$ cat config.mk
export PLATFORM = sky130hd
export DESIGN_NAME = skip_condition_unit_top_flat
export DESIGN_NICKNAME = d
export VERILOG_FILES = /design/src/rtl/scu_pkg.sv /design/src/rtl/scu_req_if.sv /design/src/rtl/scu_rsp_if.sv /design/src/rtl/scu_eval.sv /design/src/rtl/skip_condition_unit_top.sv /design/src/flat_wrapper.sv
export VERILOG_INCLUDE_DIRS = /design/src /design/src/rtl
export SDC_FILE = /design/constraint.sdc
export NUM_CORES = 1
export LEC_CHECK = 0
export ABC_CLOCK_PERIOD_IN_PS = 6040
export BUFFER_PORTS_ARGS = -buffer_cell sky130_fd_sc_hd__buf_2
export CAP_MARGIN = 30
export CORE_ASPECT_RATIO = 1.1
export CORE_MARGIN = 2
export CORE_UTILIZATION = 56
export CTS_CLUSTER_DIAMETER = 150
export DETAILED_ROUTE_END_ITERATION = 8
export MAX_ROUTING_LAYER = met4
export PLACE_DENSITY = 0.8
export SYNTH_ARGS = -nofsm -noshare
export SYNTH_HDL_FRONTEND = slang
export SYNTH_HIERARCHICAL = 1
export SYNTH_SLANG_ARGS = --single-unit
$ cat constraint.sdc
create_clock -name clock -period 6.04 [get_ports clock]
set_input_delay 0.604 -clock clock [delete_from_list [all_inputs] [get_ports clock]]
set_output_delay 0.604 -clock clock [all_outputs]
set_load 0.02 [all_outputs]
$ cat src/rtl/assert_macros.svh
// ----------------------------------------------------------------------------
// assert_macros.svh
// Shared concurrent assertion macros for the skip condition unit.
// ----------------------------------------------------------------------------
`ifndef ASSERT_MACROS_SVH
`define ASSERT_MACROS_SVH

// Property that must hold at every clock edge outside reset.
`define ASSERT_ALWAYS(label, clk, rst, prop, msg) \
   label: assert property (@(posedge clk) disable iff (rst) (prop)) else $error(msg);

// Consequent must hold in the cycle after the antecedent.
`define ASSERT_NEXT(label, clk, rst, ante, cons, msg) \
   label: assert property (@(posedge clk) disable iff (rst) (ante) |=> (cons)) \
      else $error(msg);

`endif

$ cat src/rtl/scu_pkg.sv
// ----------------------------------------------------------------------------
// scu_pkg
// Types, operation codes and constants of the skip condition unit.
// ----------------------------------------------------------------------------
package scu_pkg;

   localparam int OPERATION_W = 6;
   localparam int WORD_W      = 16;
   localparam int LONG_W      = 32;
   localparam int BIT_NUM_W   = 4;
   localparam int SKIP_W      = 2;
   localparam int TARGET_W    = 2;

   localparam logic [WORD_W-1:0] SW1_MASK    = 16'o100000;
   localparam logic [WORD_W-1:0] SW2_MASK    = 16'o040000;
   localparam logic [WORD_W-1:0] SW3_MASK    = 16'o020000;
   localparam logic [WORD_W-1:0] SW4_MASK    = 16'o010000;
   localparam logic [WORD_W-1:0] SW_ANY_MASK = 16'o170000;
   localparam logic [WORD_W-1:0] WORD_MSB    = 16'h8000;
   localparam logic [LONG_W-1:0] WORD_SIGN   = 32'h0000_8000;
   localparam logic [LONG_W-1:0] LONG_SIGN   = 32'h8000_0000;

   localparam logic [SKIP_W-1:0] SKIP_NONE = 2'd0;
   localparam logic [SKIP_W-1:0] SKIP_ONE  = 2'd1;
   localparam logic [SKIP_W-1:0] SKIP_TWO  = 2'd2;

   typedef enum logic [TARGET_W-1:0] {
      TGT_NONE   = 2'd0,
      TGT_INDEX  = 2'd1,
      TGT_MEMORY = 2'd2
   } count_target_type;

   typedef enum logic [OPERATION_W-1:0] {
      OP_SS1, OP_SR1, OP_SS2, OP_SR2, OP_SS3, OP_SR3, OP_SS4, OP_SR4,
      OP_SSS, OP_SSR, OP_NOP, OP_SGT, OP_SKP, OP_SLE, OP_SLN, OP_SLZ,
      OP_SMCR, OP_SMCS, OP_SMI, OP_SNZ, OP_SPL, OP_SRC, OP_SSC, OP_SZE,
      OP_SAR, OP_SAS, OP_SNR, OP_SNS, OP_CAZ, OP_CAS, OP_CLS, OP_IRX,
      OP_DRX, OP_IRS
   } opcode_type;

   typedef struct packed {
      logic [OPERATION_W-1:0] operation;
      logic [WORD_W-1:0]      accumulator;
      logic [LONG_W-1:0]      long_register;
      logic [LONG_W-1:0]      memory_operand;
      logic [WORD_W-1:0]      index_register;
      logic                   carry_bit;
      logic [BIT_NUM_W-1:0]   bit_number;
   } request_type;

   typedef struct packed {
      logic [SKIP_W-1:0]   skip_count;
      logic                link_write;
      logic                new_link;
      logic                cc_write;
      logic                cc_less;
      logic                cc_equal;
      logic [TARGET_W-1:0] count_target;
      logic [WORD_W-1:0]   count_value;
   } result_type;

endpackage

$ cat src/rtl/scu_req_if.sv
// ----------------------------------------------------------------------------
// scu_req_if
// Request channel: one skip-class instruction and its operands.
// ----------------------------------------------------------------------------
interface scu_req_if;
   logic                             valid;
   logic                             ready;
   logic [scu_pkg::OPERATION_W-1:0]  operation;
   logic [scu_pkg::WORD_W-1:0]       accumulator;
   logic [scu_pkg::LONG_W-1:0]       long_register;
   logic [scu_pkg::LONG_W-1:0]       memory_operand;
   logic [scu_pkg::WORD_W-1:0]       index_register;
   logic                             carry_bit;
   logic [scu_pkg::BIT_NUM_W-1:0]    bit_number;

   modport source (
      output valid, operation, accumulator, long_register, memory_operand,
             index_register, carry_bit, bit_number,
      input  ready
   );

   modport sink (
      input  valid, operation, accumulator, long_register, memory_operand,
             index_register, carry_bit, bit_number,
      output ready
   );
endinterface

$ cat src/rtl/scu_rsp_if.sv
// ----------------------------------------------------------------------------
// scu_rsp_if
// Response channel: skip count, link and condition codes, count update.
// ----------------------------------------------------------------------------
interface scu_rsp_if;
   logic                            valid;
   logic                            ready;
   logic [scu_pkg::SKIP_W-1:0]      skip_count;
   logic                            link_write;
   logic                            new_link;
   logic                            cc_write;
   logic                            cc_less;
   logic                            cc_equal;
   logic [scu_pkg::TARGET_W-1:0]    count_target;
   logic [scu_pkg::WORD_W-1:0]      count_value;

   modport source (
      output valid, skip_count, link_write, new_link, cc_write, cc_less,
             cc_equal, count_target, count_value,
      input  ready
   );

   modport sink (
      input  valid, skip_count, link_write, new_link, cc_write, cc_less,
             cc_equal, count_target, count_value,
      output ready
   );
endinterface

$ cat src/rtl/scu_eval.sv
// ----------------------------------------------------------------------------
// scu_eval
// Decodes one registered request and evaluates its skip condition, compare
// or count operation.
// ----------------------------------------------------------------------------
module scu_eval (
   input  scu_pkg::request_type        request,
   input  logic [scu_pkg::WORD_W-1:0]  sense_switches,
   output scu_pkg::result_type         result
);
   import scu_pkg::*;

   logic [WORD_W-1:0] bit_mask;
   logic              acc_neg;
   logic              acc_zero;
   logic [LONG_W-1:0] cmp_lhs;
   logic [LONG_W-1:0] cmp_rhs;
   logic [LONG_W-1:0] cmp_sign;
   logic              cmp_less;
   logic              cmp_equal;
   logic              cmp_carry;
   logic [WORD_W-1:0] cnt_base;
   logic [WORD_W-1:0] cnt_step;
   logic [WORD_W-1:0] cnt_value;
   logic              skip;
   logic              is_compare;
   logic              is_count;

   assign bit_mask = WORD_MSB >> request.bit_number;
   assign acc_neg  = request.accumulator[WORD_W-1];
   assign acc_zero = (request.accumulator == '0);

   always_comb begin
      if (request.operation == OP_CLS) begin
         cmp_lhs  = request.long_register;
         cmp_rhs  = request.memory_operand;
         cmp_sign = LONG_SIGN;
      end else begin
         cmp_lhs  = {{(LONG_W-WORD_W){1'b0}}, request.accumulator};
         cmp_sign = WORD_SIGN;
         if (request.operation == OP_CAZ) begin
            cmp_rhs = '0;
         end else begin
            cmp_rhs = {{(LONG_W-WORD_W){1'b0}}, request.memory_operand[WORD_W-1:0]};
         end
      end
   end

   // Flipping the sign bit turns a signed order into an unsigned one.
   assign cmp_less  = ((cmp_lhs ^ cmp_sign) < (cmp_rhs ^ cmp_sign));
   assign cmp_equal = (cmp_lhs == cmp_rhs);
   assign cmp_carry = (cmp_lhs >= cmp_rhs);

   always_comb begin
      if (request.operation == OP_IRS) begin
         cnt_base = request.memory_operand[WORD_W-1:0];
      end else begin
         cnt_base = request.index_register;
      end
      if (request.operation == OP_DRX) begin
         cnt_step = '1;
      end else begin
         cnt_step = WORD_W'(1);
      end
   end

   assign cnt_value = cnt_base + cnt_step;

   always_comb begin
      skip       = 1'b0;
      is_compare = 1'b0;
      is_count   = 1'b0;
      unique case (request.operation)
         OP_SS1:  skip = ((sense_switches & SW1_MASK) != '0);
         OP_SR1:  skip = ((sense_switches & SW1_MASK) == '0);
         OP_SS2:  skip = ((sense_switches & SW2_MASK) != '0);
         OP_SR2:  skip = ((sense_switches & SW2_MASK) == '0);
         OP_SS3:  skip = ((sense_switches & SW3_MASK) != '0);
         OP_SR3:  skip = ((sense_switches & SW3_MASK) == '0);
         OP_SS4:  skip = ((sense_switches & SW4_MASK) != '0);
         OP_SR4:  skip = ((sense_switches & SW4_MASK) == '0);
         OP_SSS:  skip = ((sense_switches & SW_ANY_MASK) != '0);
         OP_SSR:  skip = ((sense_switches & SW_ANY_MASK) == '0);
         OP_NOP:  skip = 1'b0;
         OP_SGT:  skip = !acc_neg && !acc_zero;
         OP_SKP:  skip = 1'b1;
         OP_SLE:  skip = acc_neg || acc_zero;
         OP_SLN:  skip = request.accumulator[0];
         OP_SLZ:  skip = !request.accumulator[0];
         OP_SMCR: skip = 1'b1;
         OP_SMCS: skip = 1'b0;
         OP_SMI:  skip = acc_neg;
         OP_SNZ:  skip = !acc_zero;
         OP_SPL:  skip = !acc_neg;
         OP_SRC:  skip = !request.carry_bit;
         OP_SSC:  skip = request.carry_bit;
         OP_SZE:  skip = acc_zero;
         OP_SAR:  skip = ((request.accumulator & bit_mask) == '0);
         OP_SAS:  skip = ((request.accumulator & bit_mask) != '0);
         OP_SNR:  skip = ((sense_switches & bit_mask) == '0);
         OP_SNS:  skip = ((sense_switches & bit_mask) != '0);
         OP_CAZ, OP_CAS, OP_CLS: is_compare = 1'b1;
         OP_IRX, OP_DRX, OP_IRS: is_count = 1'b1;
         default: skip = 1'b0;
      endcase
   end

   always_comb begin
      result = '0;
      if (is_compare) begin
         if (cmp_less) begin
            result.skip_count = SKIP_TWO;
         end else if (cmp_equal) begin
            result.skip_count = SKIP_ONE;
         end else begin
            result.skip_count = SKIP_NONE;
         end
         result.link_write = 1'b1;
         result.new_link   = cmp_carry;
         result.cc_write   = 1'b1;
         result.cc_less    = cmp_less;
         result.cc_equal   = cmp_equal;
      end else if (is_count) begin
         result.skip_count   = (cnt_value == '0) ? SKIP_ONE : SKIP_NONE;
         result.count_target = (request.operation == OP_IRS) ? TGT_MEMORY : TGT_INDEX;
         result.count_value  = cnt_value;
      end else begin
         result.skip_count = skip ? SKIP_ONE : SKIP_NONE;
      end
   end

endmodule

$ cat src/rtl/skip_condition_unit_top.sv
// ----------------------------------------------------------------------------
// skip_condition_unit_top
// Path: an accepted request is held in the input register, and its evaluated
//    result moves into the response register, which drives the response.
// Throughput: one request per cycle; the input stalls only when both the input
//    and the response register hold a request and the response is not taken.
// Reset clears both valid flags and the sense switch register.
// ----------------------------------------------------------------------------
module skip_condition_unit_top (
   input  logic                        clock,
   input  logic                        reset,
   scu_req_if.sink                     req_channel,
   scu_rsp_if.source                   rsp_channel,
   input  logic                        csr_write_enable,
   input  logic [scu_pkg::WORD_W-1:0]  csr_write_data
);
   import scu_pkg::*;
   `include "assert_macros.svh"

   logic              sense_write;
   logic [WORD_W-1:0] sense_switches_ff;
   logic [WORD_W-1:0] sense_switches_in;
   logic              req_valid_ff;
   logic              req_valid_in;
   request_type       req_data_ff;
   request_type       req_data_in;
   logic              rsp_valid_ff;
   logic              rsp_valid_in;
   result_type        rsp_data_ff;
   result_type        rsp_data_in;
   request_type       req_payload;
   result_type        eval_result;
   logic              rsp_take;
   logic              req_take;
   logic              req_accept;
   logic              eval_load;
   logic              rsp_kinds_ok;

   assign req_payload.operation      = req_channel.operation;
   assign req_payload.accumulator    = req_channel.accumulator;
   assign req_payload.long_register  = req_channel.long_register;
   assign req_payload.memory_operand = req_channel.memory_operand;
   assign req_payload.index_register = req_channel.index_register;
   assign req_payload.carry_bit      = req_channel.carry_bit;
   assign req_payload.bit_number     = req_channel.bit_number;

   assign rsp_take = !rsp_valid_ff || rsp_channel.ready;
   assign req_take = !req_valid_ff || rsp_take;
   assign req_channel.ready = req_take;

   assign sense_write = csr_write_enable;

   always_comb begin
      sense_switches_in = sense_write ? csr_write_data : sense_switches_ff;
      req_valid_in      = req_take ? req_channel.valid : req_valid_ff;
      req_data_in       = (req_take && req_channel.valid) ? req_payload : req_data_ff;
      rsp_valid_in      = rsp_take ? req_valid_ff : rsp_valid_ff;
      rsp_data_in       = (rsp_take && req_valid_ff) ? eval_result : rsp_data_ff;
   end

   always_ff @(posedge clock) begin
      if (reset) begin
         sense_switches_ff <= '0;
         req_valid_ff      <= 1'b0;
         rsp_valid_ff      <= 1'b0;
      end else begin
         sense_switches_ff <= sense_switches_in;
         req_valid_ff      <= req_valid_in;
         rsp_valid_ff      <= rsp_valid_in;
      end
   end

   always_ff @(posedge clock) begin
      req_data_ff <= req_data_in;
      rsp_data_ff <= rsp_data_in;
   end

   scu_eval u_eval (
      .request        (req_data_ff),
      .sense_switches (sense_switches_ff),
      .result         (eval_result)
   );

   assign rsp_channel.valid        = rsp_valid_ff;
   assign rsp_channel.skip_count   = rsp_data_ff.skip_count;
   assign rsp_channel.link_write   = rsp_data_ff.link_write;
   assign rsp_channel.new_link     = rsp_data_ff.new_link;
   assign rsp_channel.cc_write     = rsp_data_ff.cc_write;
   assign rsp_channel.cc_less      = rsp_data_ff.cc_less;
   assign rsp_channel.cc_equal     = rsp_data_ff.cc_equal;
   assign rsp_channel.count_target = rsp_data_ff.count_target;
   assign rsp_channel.count_value  = rsp_data_ff.count_value;

   assign req_accept   = req_channel.valid && req_take;
   assign eval_load    = req_valid_ff && rsp_take;
   assign rsp_kinds_ok = (rsp_data_ff.link_write == rsp_data_ff.cc_write) &&
                         !(rsp_data_ff.cc_write && (rsp_data_ff.count_target != TGT_NONE));

   `ASSERT_NEXT(a_accept_fills_input, clock, reset, req_accept, req_valid_ff, "request lost")
   `ASSERT_NEXT(a_input_moves_out, clock, reset, eval_load, rsp_valid_ff, "response lost")
   `ASSERT_NEXT(a_payload, clock, reset, eval_load, rsp_data_ff == $past(eval_result), "bad data")
   `ASSERT_ALWAYS(a_result_kinds, clock, reset, !rsp_valid_ff || rsp_kinds_ok, "kinds overlap")

endmodule
$ cat src/flat_wrapper.sv
// flat-port wrapper written by rule: the top's interface ports become plain ports
module skip_condition_unit_top_flat import scu_pkg::*;
  (clock, reset, csr_write_enable, csr_write_data, req_channel_valid, req_channel_operation, req_channel_accumulator, req_channel_long_register, req_channel_memory_operand, req_channel_index_register, req_channel_carry_bit, req_channel_bit_number, req_channel_ready, rsp_channel_valid, rsp_channel_skip_count, rsp_channel_link_write, rsp_channel_new_link, rsp_channel_cc_write, rsp_channel_cc_less, rsp_channel_cc_equal, rsp_channel_count_target, rsp_channel_count_value, rsp_channel_ready);
  scu_req_if req_channel_i ();
  scu_rsp_if rsp_channel_i ();
  input  logic clock;
  input  logic reset;
  input  logic csr_write_enable;
  input  logic [scu_pkg::WORD_W-1:0] csr_write_data;
  input wire logic [$bits(req_channel_i.valid)-1:0] req_channel_valid;
  input wire logic [$bits(req_channel_i.operation)-1:0] req_channel_operation;
  input wire logic [$bits(req_channel_i.accumulator)-1:0] req_channel_accumulator;
  input wire logic [$bits(req_channel_i.long_register)-1:0] req_channel_long_register;
  input wire logic [$bits(req_channel_i.memory_operand)-1:0] req_channel_memory_operand;
  input wire logic [$bits(req_channel_i.index_register)-1:0] req_channel_index_register;
  input wire logic [$bits(req_channel_i.carry_bit)-1:0] req_channel_carry_bit;
  input wire logic [$bits(req_channel_i.bit_number)-1:0] req_channel_bit_number;
  output wire logic [$bits(req_channel_i.ready)-1:0] req_channel_ready;
  output wire logic [$bits(rsp_channel_i.valid)-1:0] rsp_channel_valid;
  output wire logic [$bits(rsp_channel_i.skip_count)-1:0] rsp_channel_skip_count;
  output wire logic [$bits(rsp_channel_i.link_write)-1:0] rsp_channel_link_write;
  output wire logic [$bits(rsp_channel_i.new_link)-1:0] rsp_channel_new_link;
  output wire logic [$bits(rsp_channel_i.cc_write)-1:0] rsp_channel_cc_write;
  output wire logic [$bits(rsp_channel_i.cc_less)-1:0] rsp_channel_cc_less;
  output wire logic [$bits(rsp_channel_i.cc_equal)-1:0] rsp_channel_cc_equal;
  output wire logic [$bits(rsp_channel_i.count_target)-1:0] rsp_channel_count_target;
  output wire logic [$bits(rsp_channel_i.count_value)-1:0] rsp_channel_count_value;
  input wire logic [$bits(rsp_channel_i.ready)-1:0] rsp_channel_ready;
  assign req_channel_i.valid = req_channel_valid;
  assign req_channel_i.operation = req_channel_operation;
  assign req_channel_i.accumulator = req_channel_accumulator;
  assign req_channel_i.long_register = req_channel_long_register;
  assign req_channel_i.memory_operand = req_channel_memory_operand;
  assign req_channel_i.index_register = req_channel_index_register;
  assign req_channel_i.carry_bit = req_channel_carry_bit;
  assign req_channel_i.bit_number = req_channel_bit_number;
  assign req_channel_ready = req_channel_i.ready;
  assign rsp_channel_valid = rsp_channel_i.valid;
  assign rsp_channel_skip_count = rsp_channel_i.skip_count;
  assign rsp_channel_link_write = rsp_channel_i.link_write;
  assign rsp_channel_new_link = rsp_channel_i.new_link;
  assign rsp_channel_cc_write = rsp_channel_i.cc_write;
  assign rsp_channel_cc_less = rsp_channel_i.cc_less;
  assign rsp_channel_cc_equal = rsp_channel_i.cc_equal;
  assign rsp_channel_count_target = rsp_channel_i.count_target;
  assign rsp_channel_count_value = rsp_channel_i.count_value;
  assign rsp_channel_i.ready = rsp_channel_ready;
  skip_condition_unit_top u_core (.clock(clock), .reset(reset), .req_channel(req_channel_i), .rsp_channel(rsp_channel_i), .csr_write_enable(csr_write_enable), .csr_write_data(csr_write_data));
endmodule
; Yosys cells after proc, flatten, opt, wreduce, memory -nomap -nowiden
; Index checks and enable logic that the tools add are counted.
[word_totals]
register_bits = 150
latchBits = 0
ram_bits = 0
romBits = 0
in_bits = 128
out_inout_bits = 27
wordCells = 105
n_memories = 0
[classes]
add_sub_neg = 1
mul = 0
div_mod_pow = 0
order_cmp = 2
eq_ne = 32
shift = 1
n_mux = 17
n_bitwise = 5
n_reduce_logical = 29
[ops]
columns = operator, count
row1 = zero test 16 bit, 9
row2 = 2-to-1 mux 32 bit, 3
row3 = == test 6 x 5 -> 1 bit (second input constant), 15
row4 = XOR 32 bit, 2
row5 = 2-to-1 mux 16 bit, 3
row6 = nonzero test 16 bit, 3
row7 = == test 6 x 4 -> 1 bit (second input constant), 7
row8 = AND 16 bit, 2
row9 = == test 32 bit, 1
row10 = greater-or-equal comparator 32 bit, 1
row11 = < comparator 32 bit, 1
row12 = one-hot mux 1 bit (25 select lines), 1
row13 = == test 6 x 3 -> 1 bit (second input constant), 4
row14 = adder 16 bit, 1
row15 = right shift 16 x 4 -> 16 bit (first input constant), 1
row16 = == test 6 x 2 -> 1 bit (second input constant), 2
row17 = == test 6 bit (second input constant), 2
row18 = == test 6 x 1 -> 1 bit (second input constant), 1
row19 = zero test 1 bit, 6
row20 = zero test 6 bit, 1
row21 = 2-to-1 mux 1 bit, 6
row22 = 2-to-1 mux 2 bit, 3
row23 = OR reduction 3 bit, 2
row24 = 2-to-1 mux 5 bit, 1
row25 = other kinds (4), 9

; Longest topological paths before layout
[logic_depth]
word_depth = 7
ltp_mapped = 19
mapped_depth_nobuf = 16

; Cells and area by module
; Netlist, hierarchy kept.
[modules_own_cells]
columns = module, n_inst, cells_per_inst, area_per_inst_um2, seq_area_each_um2
row1 = skip_condition_unit_top, 1, 194, 4629.4, 4324.1
row2 = scu_eval, 1, 548, 3607.2, 0.0

; Least setup slack after synthesis
; OpenSTA, ideal clock, no wires.
[synth_timing]
path_kind = flip-flop to flip-flop
from = register u_core/req_data_ff[104] in the netlist's numbering
to = register u_core.rsp_data_ff (netlist bit u_core/rsp_channel.skip_count[0]) (data pin)
setup_ns = 0.135
arrival_ns = 4.200
required_time_ns = 5.905
path_slack_ns = 1.705
stages_incl_launch_ff = 16
path_buffers = 2
period_less_slack_ns = 4.335
path_cell_list = edfxtp_1 or4_1 buf_2 nor2_2 clkbuf_1 mux2_2 ha_1 a21o_1 a22oi_1 a221oi_1 mux2_2 o211ai_1 nand4_1 nor4b_2 nand4_1 nand3_1
[synth_lines]
columns = item, line
row1 = start: declaration, skip_condition_unit_top.sv:25  ; request_type req_data_ff;
row2 = start signal: assignment, skip_condition_unit_top.sv:74  ; req_data_ff <= req_data_in;
row3 = end signal: assignment, skip_condition_unit_top.sv:75  ; rsp_data_ff <= rsp_data_in;
row4 = end: declaration, skip_condition_unit_top.sv:29  ; result_type rsp_data_ff;

==> flow_metrics.tcl <==
set metrics [dict create \
    status "finished clean" \
    maxCapViolations 0 \
    fin_skew_ps 12.2 \
    cts_resized 0 \
    port_buffers 154 \
    grt_pass1_wl_um 32000 \
    routed_wl_um 19900 \
    final-seq-area_um2 4320 \
    dieArea_um2 15700 \
    crit_path_start_kind "flip-flop" \
    crit_fanout 16 \
    clkTransAtPathRegs_ps 70 \
    grt_max_degree 65 \
    grt_pass1_vias 6391 \
    postCtsHoldBufs 0 \
    required_ps 6340 \
    synth_compound_area_frac 0.130 \
    top_level_ports 155 \
    synthArstFlopShare 0 \
    wl_per_cell_um 18.2 \
    drc 0 \
    viasPerCell 5.81 \
    synth_commonest_cells "132 x edfxtp_1, 103 x nand2_1, 58 x nor2_1, 45 x ha_1, 27 x clkbuf_1" \
    cts_root_buf "clkbuf_16" \
    cts_setup_buffers 0 \
    yosys.cell_count.top_type "edfxtp_1" \
    clock_latency_ps 430 \
    relSlewSlack 0.492 \
    hold_viol_final 0 \
    yosysUniqueCellTypes 75 \
    ys_warn_count 6 \
    synth-adder-area-share 0.0708 \
    power_density_nw_per_um2 256 \
    crit_arrival_ps 5360 \
    finalMaxSlewViolations 0 \
    yosysTopAreaCell "edfxtp_1" \
    core_um2 14400 \
    synth.avg_cell_area_um2 11.1 \
    die_w_um 120 \
    slowest_delay_ps 890 \
    ys_ff_latch 150 \
    syn_area_um2 8240 \
    num_antenna_cells 0 \
    cts_tree "done" \
    drt_iter0_drc 612 \
    ant_nets 0 \
    antenna_found_initial 0 \
    multi_input_area_um2 3660 \
    p_leak_uw 0.00403 \
    ys.flop_type "edfxtp_1" \
    rsz0062_at_grt "false" \
    synthMuxAreaShare 0.0548 \
    overflow 0 \
    ys_seq_area_frac 0.525 \
    vdd_ir_drop_max_uv 187 \
    synth_nets 916 \
    dp_hpwl_um 14300 \
    firstDrtPassIters 5 \
    fill_cells 1119 \
    final_nets 1060 \
    drive_above_1_share 0.249 \
    synth_top_family_by_area "simple AND/OR/NAND/NOR gates" \
    fmax_mhz 198 \
    syn_inst 742 \
    num_rows 46 \
    slowest_stage "or4_1" \
    fin_setup_tns_ps 0 \
    min_period_over_period 0.838 \
    start_util 0.572 \
    grt_usage 0.271 \
    gp_congestion 0.951 \
    dpl.cell_count 1059 \
    whs_path_depth 1 \
    r2r_setup_slack_ps 980 \
    hp-class "primary input to flip-flop" \
    vias 6338 \
    finalSetupViolCount 0 \
    synth-xor-area-share 0.0170 \
    r2r_cells 14 \
    crit_type "flip-flop to flip-flop" \
    clock-sinks 150 \
    cts_made_buffers 17 \
    final_cells 1091 \
    synth_top_area_share 0.481 \
    crit_chain "or4_1, nor2_2, buf_4, mux2_2, ha_1, a21o_1, a22oi_1, a221oi_1, mux2_2, o211ai_1, nand4_1, nor4b_2, nand4_1, nand3_1" \
    synth.area.top_cells "edfxtp_1 48%, ha_1 6.8%, nand2_1 4.7%" \
    synth_edf_count 132 \
    cts_max_level 4 \
    worst_slew_pin_slew_ps 763 \
    synthSimpleGateAreaFrac 0.172 \
    die_h_um 131 \
    min_period_ps 5060 \
    area_growth_pct 17.4 \
    critPathCaptureType "flip-flop" \
    max-clock-path-buffers 2 \
]
placed cells by master, fill, tap and decap left out, types with 18 or more instances in the layout:
| cell type | instances |
|---|---|
| and3_1 | 22 |
| a21o_1 | 19 |
| nor2_1 | 58 |
| dfxtp_1 | 18 |
| buf_2 | 154 |
| edfxtp_1 | 132 |
| a21oi_1 | 26 |
| ha_1 | 45 |
| o21ai_0 | 22 |
| nand2_1 | 103 |
| mux2i_1 | 26 |
per-layer routing:
metal | GRT usage | vias to the layer above | part of all wire | wire (µm)
met4 | 0.122 | 0 | 0.030 | 603
met2 | 0.437 | 275 | 0.49 | 9780
li1 | - | 3083 | - | -
met5 | - | - | 0 | 0
met3 | 0.0625 | 58 | 0.067 | 1330
met1 | 0.326 | 2922 | 0.41 | 8180
logic make-up after synthesis:
| family | count (synthesis) |
|---|---|
| adders and majority gates | 46 |
| xor gates and xnor gates | 16 |
| DFF | 150 |
| muxes | 43 |
| AOI/OAI and AO/OA | 150 |
| buffers and inverters | 54 |
| and+or+nand+nor | 283 |
final cells by class:
type	count	share of cell area
sequential	150	0.447
clock inverter	13	0.0105
clock buffer	19	0.0448
timing repair buffer	165	0.0883
multi-input combinational	538	0.379
inverter	14	0.00543
tap	192	0.0248
metrics by stage:
stage	worst slack, ps	util	power (µW)	area [µm²]	hold WS (ps)
CTS	1070	0.672	2490	9670	330
floorplan	1710	-	1430	8240	434
finish	979	0.672	2480	9670	343
detailed placement	1100	0.635	1530	9140	461
global placement	1180	0.635	1530	9140	451
global route	644	0.672	2570	9670	327
power breakdown:
group	internal [µW]	switching (µW)	leakage (µW)
registers	1200	47.4	0.00142
logic	118	151	0.00237
clock network	529	436	0.000246
total	1840	635	0.00403
final timing paths:
check,startpoint,to
max,u_core/req_data_ff[104],u_core/rsp_channel.skip_count[0]
min reg2reg,u_core/req_valid_ff,u_core/rsp_channel.valid
min,req_channel_index_register[3],u_core/req_data_ff[8]
max reg2reg,u_core/req_data_ff[104],u_core/rsp_channel.skip_count[0]
sequential cells by signal (all words and copies together), names as in the netlist:
name                             cells
u_core/rsp_channel.count_value      16
u_core/req_data_ff                 107
u_core/sense_switches_ff            16
u_core/rsp_channel.cc_write          1
u_core/rsp_channel.count_target      2
u_core/rsp_channel.skip_count        2
u_core/rsp_channel.valid             1
u_core/req_valid_ff                  1
u_core/rsp_channel.new_link          1
u_core/rsp_channel.cc_less           1
u_core/rsp_channel.link_write        1
u_core/rsp_channel.cc_equal          1
critical path, delay by kind of cell (launching register included):
kind,cells,cell delay [ps]
and+or+nand+nor,6,1820
adders and majority gates,1,380
DFF,1,600
muxes,2,780
buffers and inverters,1,260
AOI/OAI and AO/OA,4,1100
No activity file was read; power rests on OpenSTA's default activity.
